## src/rtl/smm_pkg.sv

```systemverilog
// ----------------------------------------------------------------------------
// smm_pkg
// Shared types and constants for the square matrix multiplier.
// ----------------------------------------------------------------------------
package smm_pkg;

    // Default largest matrix dimension
    localparam int DEFAULT_MAX_DIM = 8;

    // Field widths
    localparam int DIM_CFG_W  = 4;
    localparam int ELEM_W     = 16;
    localparam int PROD_W     = 2 * ELEM_W;
    localparam int ACC_W      = 35;
    localparam int IN_TDATA_W = 2 * ELEM_W;
    localparam int OUT_TDATA_W = ((ACC_W + 7) / 8) * 8;

    // Dimension register after reset
    localparam logic [DIM_CFG_W-1:0] DIM_RESET = 4'd8;

    // Sequencer states
    typedef enum logic
    {
        ST_LOAD,
        ST_COMPUTE
    } smm_state_t;

    // Tag that travels with each memory read down the MAC pipeline
    typedef struct packed
    {
        logic valid;
        logic first_k;
        logic last_k;
        logic last_elem;
    } smm_tag_t;

endpackage

```

## src/rtl/smm_ram.sv

```systemverilog
// ----------------------------------------------------------------------------
// smm_ram
// Generic single-write, single-read RAM with a registered read port.
// ----------------------------------------------------------------------------
module smm_ram #(
    parameter int WIDTH = 16,
    parameter int DEPTH = 64
) (
    input  logic                     clk,
    input  logic                     we,
    input  logic [$clog2(DEPTH)-1:0] waddr,
    input  logic [WIDTH-1:0]         wdata,
    input  logic                     re,
    input  logic [$clog2(DEPTH)-1:0] raddr,
    output logic [WIDTH-1:0]         rdata
);

    logic [WIDTH-1:0] mem [DEPTH];
    logic [WIDTH-1:0] rdata_reg;

    // Write port
    always_ff @(posedge clk)
    begin
        if (we)
        begin
            mem[waddr] <= wdata;
        end
    end

    // Registered read, holds when not enabled
    always_ff @(posedge clk)
    begin
        if (re)
        begin
            rdata_reg <= mem[raddr];
        end
    end

    assign rdata = rdata_reg;

endmodule

```

## src/rtl/smm_seq.sv

```systemverilog
// ----------------------------------------------------------------------------
// smm_seq
// Load counter and i/j/k read sequencer; drives both element memories.
// ----------------------------------------------------------------------------
module smm_seq #(
    parameter int MAX_DIM = smm_pkg::DEFAULT_MAX_DIM
) (
    input  logic                                      clk,
    input  logic                                      rst_n,
    input  logic                                      cfg_wr_en,
    input  logic [smm_pkg::DIM_CFG_W-1:0]             cfg_wr_data,
    input  logic                                      in_valid,
    output logic                                      in_ready,
    input  logic                                      adv,
    output logic                                      wr_en,
    output logic [$clog2(MAX_DIM*MAX_DIM)-1:0]        wr_addr,
    output logic                                      rd_en,
    output logic [$clog2(MAX_DIM*MAX_DIM)-1:0]        a_rd_addr,
    output logic [$clog2(MAX_DIM*MAX_DIM)-1:0]        b_rd_addr,
    output smm_pkg::smm_tag_t                         tag
);

    import smm_pkg::*;

    localparam int CELLS  = MAX_DIM * MAX_DIM;
    localparam int ADDR_W = $clog2(CELLS);
    localparam int IDX_W  = $clog2(MAX_DIM);
    localparam int DIM_W  = $clog2(MAX_DIM + 1);
    localparam int CNT_W  = $clog2(CELLS + 1);

    smm_state_t             state_reg, state_next;
    logic [DIM_CFG_W-1:0]   dim_reg;
    logic [CNT_W-1:0]       load_count_reg, load_count_next;
    logic [IDX_W-1:0]       i_reg, i_next, j_reg, j_next, k_reg, k_next;
    logic [ADDR_W-1:0]      a_base_reg, a_base_next, b_base_reg, b_base_next;
    logic [DIM_W-1:0]       n;
    logic [IDX_W-1:0]       n_m1;
    logic [CNT_W-1:0]       total;
    logic [CNT_W-1:0]       count_inc;
    logic                   accept;
    logic                   issue;

    // Effective dimension: zero acts as one, oversize clamps to MAX_DIM
    always_comb
    begin
        priority if (dim_reg == '0)
        begin
            n = DIM_W'(1);
        end
        else if (32'(dim_reg) > MAX_DIM)
        begin
            n = DIM_W'(MAX_DIM);
        end
        else
        begin
            n = DIM_W'(dim_reg);
        end
    end

    assign n_m1      = IDX_W'(n - DIM_W'(1));
    assign total     = CNT_W'(CNT_W'(n) * CNT_W'(n));
    assign count_inc = load_count_reg + CNT_W'(1);

    // Handshake and memory controls
    assign in_ready  = (state_reg == ST_LOAD);
    assign accept    = in_valid && in_ready;
    assign wr_en     = accept && (32'(load_count_reg) < CELLS);
    assign wr_addr   = load_count_reg[ADDR_W-1:0];
    assign issue     = (state_reg == ST_COMPUTE) && adv;
    assign rd_en     = issue;
    assign a_rd_addr = a_base_reg + ADDR_W'(k_reg);
    assign b_rd_addr = b_base_reg + ADDR_W'(j_reg);

    assign tag.valid     = issue;
    assign tag.first_k   = (k_reg == '0);
    assign tag.last_k    = (k_reg == n_m1);
    assign tag.last_elem = (i_reg == n_m1) && (j_reg == n_m1);

    // Dimension register
    always_ff @(posedge clk or negedge rst_n)
    begin
        if (!rst_n)
        begin
            dim_reg <= DIM_RESET;
        end
        else if (cfg_wr_en)
        begin
            dim_reg <= cfg_wr_data;
        end
    end

    // State and counters
    always_ff @(posedge clk or negedge rst_n)
    begin
        if (!rst_n)
        begin
            state_reg      <= ST_LOAD;
            load_count_reg <= '0;
            i_reg          <= '0;
            j_reg          <= '0;
            k_reg          <= '0;
            a_base_reg     <= '0;
            b_base_reg     <= '0;
        end
        else
        begin
            state_reg      <= state_next;
            load_count_reg <= load_count_next;
            i_reg          <= i_next;
            j_reg          <= j_next;
            k_reg          <= k_next;
            a_base_reg     <= a_base_next;
            b_base_reg     <= b_base_next;
        end
    end

    // Next state: load items, then walk i, j, k issuing one read pair a cycle while adv is high
    always_comb
    begin
        state_next      = state_reg;
        load_count_next = load_count_reg;
        i_next          = i_reg;
        j_next          = j_reg;
        k_next          = k_reg;
        a_base_next     = a_base_reg;
        b_base_next     = b_base_reg;
        unique case (state_reg)
            ST_LOAD:
            begin
                if (accept)
                begin
                    if (count_inc >= total)
                    begin
                        load_count_next = '0;
                        state_next      = ST_COMPUTE;
                    end
                    else
                    begin
                        load_count_next = count_inc;
                    end
                end
            end
            ST_COMPUTE:
            begin
                if (issue)
                begin
                    if (!tag.last_k)
                    begin
                        k_next      = k_reg + IDX_W'(1);
                        b_base_next = b_base_reg + ADDR_W'(n);
                    end
                    else
                    begin
                        k_next      = '0;
                        b_base_next = '0;
                        if (j_reg != n_m1)
                        begin
                            j_next = j_reg + IDX_W'(1);
                        end
                        else
                        begin
                            j_next = '0;
                            if (tag.last_elem)
                            begin
                                i_next      = '0;
                                a_base_next = '0;
                                state_next  = ST_LOAD;
                            end
                            else
                            begin
                                i_next      = i_reg + IDX_W'(1);
                                a_base_next = a_base_reg + ADDR_W'(n);
                            end
                        end
                    end
                end
            end
            default:
            begin
                state_next = ST_LOAD;
            end
        endcase
    end

`ifndef NO_ASSERTIONS
    // Load count stays inside the memory
    assert property (@(posedge clk) disable iff (!rst_n)
        32'(load_count_reg) < CELLS)
        else $error("load count beyond memory depth");

    // Every read falls inside the loaded matrix
    assert property (@(posedge clk) disable iff (!rst_n)
        issue |-> (CNT_W'(a_rd_addr) < total) && (CNT_W'(b_rd_addr) < total))
        else $error("read address outside matrix");

    // Final read of the matrix hands back to loading
    assert property (@(posedge clk) disable iff (!rst_n)
        (issue && tag.last_k && tag.last_elem) |=> (state_reg == ST_LOAD))
        else $error("sequencer did not return to load");
`endif

endmodule

```

## src/rtl/smm_mac.sv

```systemverilog
// ----------------------------------------------------------------------------
// smm_mac
// Multiply-accumulate pipeline behind the memories, with the output register.
// ----------------------------------------------------------------------------
module smm_mac (
    input  logic                         clk,
    input  logic                         rst_n,
    input  smm_pkg::smm_tag_t            tag,
    input  logic [smm_pkg::ELEM_W-1:0]   a_rd,
    input  logic [smm_pkg::ELEM_W-1:0]   b_rd,
    output logic                         adv,
    output logic                         out_valid,
    input  logic                         out_ready,
    output logic [smm_pkg::ACC_W-1:0]    out_data,
    output logic                         out_last
);

    import smm_pkg::*;

    smm_tag_t                s1_tag_reg;
    smm_tag_t                s2_tag_reg;
    logic signed [PROD_W-1:0] prod_reg;
    logic signed [ACC_W-1:0]  acc_reg;
    logic signed [ACC_W-1:0]  acc_base;
    logic signed [ACC_W-1:0]  sum;
    logic                     out_valid_reg;
    logic [ACC_W-1:0]         out_data_reg;
    logic                     out_last_reg;
    logic                     done;

    // Element finishes in the accumulate stage
    assign done = s2_tag_reg.valid && s2_tag_reg.last_k;
    assign adv  = !(done && out_valid_reg && !out_ready);

    assign acc_base = s2_tag_reg.first_k ? '0 : acc_reg;
    assign sum      = acc_base + {{(ACC_W-PROD_W){prod_reg[PROD_W-1]}}, prod_reg};

    // Tag pipeline and output valid
    always_ff @(posedge clk or negedge rst_n)
    begin
        if (!rst_n)
        begin
            s1_tag_reg    <= '0;
            s2_tag_reg    <= '0;
            out_valid_reg <= 1'b0;
        end
        else
        begin
            if (adv)
            begin
                s1_tag_reg <= tag;
                s2_tag_reg <= s1_tag_reg;
            end
            if (adv && done)
            begin
                out_valid_reg <= 1'b1;
            end
            else if (out_ready)
            begin
                out_valid_reg <= 1'b0;
            end
        end
    end

    // Datapath: multiply, accumulate, capture result
    always_ff @(posedge clk)
    begin
        if (adv)
        begin
            prod_reg <= $signed(a_rd) * $signed(b_rd);
            if (s2_tag_reg.valid)
            begin
                acc_reg <= sum;
            end
            if (done)
            begin
                out_data_reg <= sum;
                out_last_reg <= s2_tag_reg.last_elem;
            end
        end
    end

    assign out_valid = out_valid_reg;
    assign out_data  = out_data_reg;
    assign out_last  = out_last_reg;

`ifndef NO_ASSERTIONS
    // A stall only happens with a result waiting
    assert property (@(posedge clk) disable iff (!rst_n)
        !adv |-> (out_valid_reg && done))
        else $error("pipeline stalled without a pending result");

    // A new result appears only after a finished element
    assert property (@(posedge clk) disable iff (!rst_n)
        $rose(out_valid_reg) |-> $past(done && adv))
        else $error("result appeared without a finished element");

    // Accumulation of a fresh element starts with its first term
    assert property (@(posedge clk) disable iff (!rst_n)
        (adv && s2_tag_reg.valid && s2_tag_reg.last_k && s2_tag_reg.first_k)
            |=> (out_data_reg == $past(32'(0) + {{(ACC_W-PROD_W){prod_reg[PROD_W-1]}},
                prod_reg})))
        else $error("single-term element mismatch");
`endif

endmodule

```

## src/rtl/square_matrix_multiply.sv

```systemverilog
// ----------------------------------------------------------------------------
// square_matrix_multiply
// Loads two n x n signed 16-bit matrices one element pair per item, then
// streams out their 35-bit product row-major with tlast on the final element.
// ----------------------------------------------------------------------------
// During loading the input is always ready. After the n*n-th item the input
// stalls while the sequencer, whenever the pipeline is not held, reads one A
// element and one B element per cycle from the two element memories (a single
// read port each) into one multiply-accumulate unit. Each pair passes the
// memory read registers, the product register and the accumulator, and an
// element's final sum goes into the output register. A full output register
// with tready low holds the pipeline once another result is ready for it. The
// next load may begin while the last results still drain.
module square_matrix_multiply #(
    parameter int MAX_DIM = smm_pkg::DEFAULT_MAX_DIM
) (
    input  logic                                 clk,
    input  logic                                 rst_n,
    input  logic                                 cfg_wr_en,
    input  logic [smm_pkg::DIM_CFG_W-1:0]        cfg_wr_data,   // dim
    input  logic                                 s_axis_tvalid,
    output logic                                 s_axis_tready,
    input  logic [smm_pkg::IN_TDATA_W-1:0]       s_axis_tdata,  // a_element, b_element
    output logic                                 m_axis_tvalid,
    input  logic                                 m_axis_tready,
    output logic [smm_pkg::OUT_TDATA_W-1:0]      m_axis_tdata,  // product_element, zero pad
    output logic                                 m_axis_tlast   // last
);

    import smm_pkg::*;

    localparam int CELLS  = MAX_DIM * MAX_DIM;
    localparam int ADDR_W = $clog2(CELLS);

    logic                wr_en;
    logic [ADDR_W-1:0]   wr_addr;
    logic                rd_en;
    logic [ADDR_W-1:0]   a_rd_addr;
    logic [ADDR_W-1:0]   b_rd_addr;
    logic [ELEM_W-1:0]   a_rd;
    logic [ELEM_W-1:0]   b_rd;
    logic                adv;
    smm_tag_t            tag;
    logic [ACC_W-1:0]    product;

    // Sequencer
    smm_seq #(
        .MAX_DIM (MAX_DIM)
    ) u_seq (
        .clk         (clk),
        .rst_n       (rst_n),
        .cfg_wr_en   (cfg_wr_en),
        .cfg_wr_data (cfg_wr_data),
        .in_valid    (s_axis_tvalid),
        .in_ready    (s_axis_tready),
        .adv         (adv),
        .wr_en       (wr_en),
        .wr_addr     (wr_addr),
        .rd_en       (rd_en),
        .a_rd_addr   (a_rd_addr),
        .b_rd_addr   (b_rd_addr),
        .tag         (tag)
    );

    // Matrix A store
    smm_ram #(
        .WIDTH (ELEM_W),
        .DEPTH (CELLS)
    ) u_store_a (
        .clk   (clk),
        .we    (wr_en),
        .waddr (wr_addr),
        .wdata (s_axis_tdata[ELEM_W-1:0]),
        .re    (rd_en),
        .raddr (a_rd_addr),
        .rdata (a_rd)
    );

    // Matrix B store
    smm_ram #(
        .WIDTH (ELEM_W),
        .DEPTH (CELLS)
    ) u_store_b (
        .clk   (clk),
        .we    (wr_en),
        .waddr (wr_addr),
        .wdata (s_axis_tdata[2*ELEM_W-1:ELEM_W]),
        .re    (rd_en),
        .raddr (b_rd_addr),
        .rdata (b_rd)
    );

    // Multiply-accumulate and output register
    smm_mac u_mac (
        .clk       (clk),
        .rst_n     (rst_n),
        .tag       (tag),
        .a_rd      (a_rd),
        .b_rd      (b_rd),
        .adv       (adv),
        .out_valid (m_axis_tvalid),
        .out_ready (m_axis_tready),
        .out_data  (product),
        .out_last  (m_axis_tlast)
    );

    assign m_axis_tdata = {{(OUT_TDATA_W-ACC_W){1'b0}}, product};

endmodule
```

## config.mk

```make
export PLATFORM = sky130hd
export DESIGN_NAME = square_matrix_multiply
export DESIGN_NICKNAME = d
export VERILOG_FILES = /design/src/rtl/smm_pkg.sv /design/src/rtl/smm_ram.sv /design/src/rtl/smm_seq.sv /design/src/rtl/smm_mac.sv /design/src/rtl/square_matrix_multiply.sv
export SDC_FILE = /design/constraint.sdc
export NUM_CORES = 2
export LEC_CHECK = 0
export BUFFER_PORTS_ARGS = -buffer_cell sky130_fd_sc_hd__buf_2
export CAP_MARGIN = 5
export CELL_PAD_IN_SITES_DETAIL_PLACEMENT = 1
export CELL_PAD_IN_SITES_GLOBAL_PLACEMENT = 1
export CORE_UTILIZATION = 40
export DETAILED_ROUTE_END_ITERATION = 6
export PLACE_DENSITY = 0.64
export REMOVE_ABC_BUFFERS = 1
export SLEW_MARGIN = 20
export SYNTH_ARGS = -nofsm -noshare
export SYNTH_HDL_FRONTEND = slang
export SYNTH_SLANG_ARGS = --single-unit
```

## constraint.sdc

```tcl
create_clock -name clk -period 7.1 [get_ports clk]
set_input_delay 0.71 -clock clk [delete_from_list [all_inputs] [get_ports clk]]
set_output_delay 0.71 -clock clk [all_outputs]
set_load 0.02 [all_outputs]
```

==> summary.md <==
| Metric | Value |
|---|---|
| Crit-path max FO | 16 |
| Number of distinct library cells after synthesis | 67 |
| CTS tree | done |
| Setup Slack @ Placement | 376 ps |
| Layout cells sized above 1 | 0.251 |
| Avg WL per Cell | 29.1 um |
| Outcome | completed |
| Biggest regs | u_store_a.mem: 1024 flops, u_store_b.mem: 1024 flops |
| Longest Clk Path Bufs | 3 |
| Dpl hpwl | 147 mm |
| Total track usage | 0.203 |
| Register area share after synthesis | 0.690 |
| Gr ovfl total | 0 |
| Buf/Inv on CP | 4 |
| Initial detailed-routing violation count | 4346 |
| Clock-pin transition on the worst setup and hold timing paths | 60 ps |
| Slew @ Worst Pin | 1130 ps |
| Primary FF master, synth | edfxtp_1 |
| Peak Freq | 0.148 GHz |
| Hold path startpoint | cfg_wr_data[3] |
| Syn Area/Cell | 20.1 um2 |
| Final WL | 245 mm |
| CTS Root Cell | clkbuf_16 |
| Largest stage delay on the critical path | 670 ps |
| Initial antenna violation count | 33 |
| DRT Pass-1 Iters | 5 |
| Final setup viols | 0 |
| Antenna Nets Post-Route | 0 |
| CTS Buf Count | 224 |
| Critical path's slowest cell | a2111oi_0 |
| FP Rows | 179 |
| Final hold vios | 0 |
| Full die area | 243000 um2 |
| Hold_ws | 99.4 ps |
| DR DRC count | 0 |
| Final Net Count | 5501 |
| Worst R2R End | u_mac.prod_reg[28]$_DFFE_PN_ |
| CP arrival | 7300 ps |
| Worst-Skew Late Latency | 890 ps |
| Post-synth top area cell | edfxtp_1 |
| Most common cell in the netlist | edfxtp_1 |
| Mapped cell area | 96500 um2 |
| Uppermost layer routed | met5 |
| Critical Path Source Type | register |
| Slew Viols, Final | 0 |
| CP Cell Sequence | and2_1, fa_1, inv_1, fa_1, inv_1, fa_1, fa_1, fa_1, inv_1, fa_1, inv_1, ha_1, nand2_1, o21ai_0, o21ai_0, a2111oi_0, o31ai_2, a221oi_1, xor2_1 |
| IO Count | 84 |
| Vias | 46900 |
| Crit path required time | 7640 ps |
| Top cells by area, synth | edfxtp_1, mux4_2, fa_1 |
| Port bufs | 78 |
| Area growth syn-to-layout | 13.4% |
| Max Cap Violations | 0 |
| Largest delay share family, worst path | adder cells |
| Clock Skews | 96.8 ps |
| Chip Width | 493 um |
| Final setup margin | 345 ps |
| Sink Count | 2225 |
| Crit share post-route | 0.951 |
| Starting density of the core | 0.404 |
| Critical path class | register to register |
| Crit. End Element | register |
| Met2 wire len | 121 mm |
| R2r setup slk | 350 ps |
| Via-to-Cell Ratio | 5.57 |
| Top post-synthesis cells by count | edfxtp_1, mux4_2, inv_1, fa_1, nand2_1 |
| Yosys top cell area share | 0.679 |
| First-pass GRT wire length | 357 mm |
| Count of state elements after synthesis | 2225 |
| RSZ-0062 raised after global routing | false |
| Hold worst-path end | u_seq.dim_reg[3]$_DFFE_PN1P_ |
| Ys async rst share | 0.0189 |
| Reg2reg start | u_store_b.rdata[4]$_DFFE_PP_ |
| Vias in the first global route | 49900 |
| EDFF count, synth | 2183 |
| Worst slew margin relative to its limit | 0.244 |
| Hold crit path type | input pin to register |
| Die height | 493 um |
| Met1 WL | 105 mm |
| Crit path top cell by count | fa_1 |
| Total number of yosys warnings | 0 |
| Core Region | 239000 um2 |
| Syn Inst Count | 4804 |
| Gpl congestion | 0.806 |
| Min cycle time layout | 6750 ps |
| Worst R2R Path Depth | 19 |
| Largest net degree at the start of global routing | 111 |
| CTS H-Tree Depth | 4 |
| Met3 WL | 13.5 mm |
| Worst Hold Depth | 3 |
-- worst max path at each step --
| stage | startpoint | to | cells past startpoint | slack, ps |
|---|---|---|---|---|
| after global routing | u_store_a.rdata[5]$_DFFE_PP_ | u_mac.prod_reg[28]$_DFFE_PN_ | 19 | 30 |
| after detailed placement | u_store_b.rdata[2]$_DFFE_PP_ | u_mac.prod_reg[26]$_DFFE_PN_ | 18 | 380 |
| final | u_store_b.rdata[4]$_DFFE_PP_ | u_mac.prod_reg[28]$_DFFE_PN_ | 19 | 350 |
| after global placement | u_store_a.rdata[7]$_DFFE_PP_ | u_mac.prod_reg[28]$_DFFE_PN_ | 20 | 430 |
| after CTS | u_store_b.rdata[2]$_DFFE_PP_ | u_mac.prod_reg[26]$_DFFE_PN_ | 18 | 300 |
| after floorplan | u_seq.k_reg[0]$_DFFE_PN0P_ | u_store_a.rdata[0]$_DFFE_PP_ | 4 | -4710 |
-- metrics by stage --
step	TNS (ps)	instance area, um2	util	std cells
final	0	109000	0.458	8409
after global routing	0	109000	0.458	8405
after CTS	0	109000	0.457	8389
after detailed placement	0	102000	0.426	7972
after global placement	0	102000	0.426	7972
after floorplan	-150570	95700	-	4601
-- layout make-up --
class	instances	area (um2)
clock inverter	149	1720
sequential	2225	66600
tap	3167	3960
timing repair buffer	218	1690
inverter	337	1260
clock buffer	267	5790
fill	21900	130000
multi-input combinational	2039	28400
antenna	7	17.5
-- cells in the final DEF, fill, tap and decap left out, types with 54 or more instances in the layout --
cell       synthesis  routed
nor2b_1           60      60
and2_1           124     124
ha_1             147     145
fa_1             268     266
xnor2_1           62      56
o21ai_0           57      57
nand2_1          193     193
nor2_1           126      61
a21oi_1           65      65
mux4_2           672     672
edfxtp_1        2183    2183
buf_4              5     148
buf_2             64      54
nor2_4             0      65
clkbuf_16          0     225
inv_1            336     335
-- worst register-to-register path: stages, from the launching register on --
cell and delay [ps]:
edfxtp_1 620, and2_1 300, fa_1 530, inv_1 50
fa_1 490, inv_1 60, fa_1 480, fa_1 540
fa_1 500, inv_1 50, fa_1 490, inv_1 50
ha_1 390, nand2_1 70, o21ai_0 260, o21ai_0 240
a2111oi_0 670, o31ai_2 180, a221oi_1 350, xor2_1 110
-- logic make-up after synthesis --
kind of cell	after synthesis	share of synthesized area
AO/OA/AOI/OAI	231	0.0154
flip-flops	2225	0.690
XOR/XNOR	91	0.00855
adder cells (fa/ha/maj)	415	0.0746
buffers and inverters	546	0.0224
multiplexers	679	0.158
other	1	0.0000388
AND/OR/NAND/NOR	616	0.0314
-- metal layers --
layer / up-vias / GRT usage
met3: 330 / 0.0292
met1: 25700 / 0.282
met4: 8 / 0.0433
li1: 19400 / -
met2: 1406 / 0.340
met5: - / 0
-- repair_timing --
action	4_1_cts	5_1_grt
gates resized for setup	0	1
hold endpoints to repair	41	0
hold buffers	1	0
endpoints found under the setup margin	0	3
buffers inserted	0	10
Power is left out: the tool's default activity adds up to more than one toggle a clock period on the data nets, which glitch-free logic cannot reach.
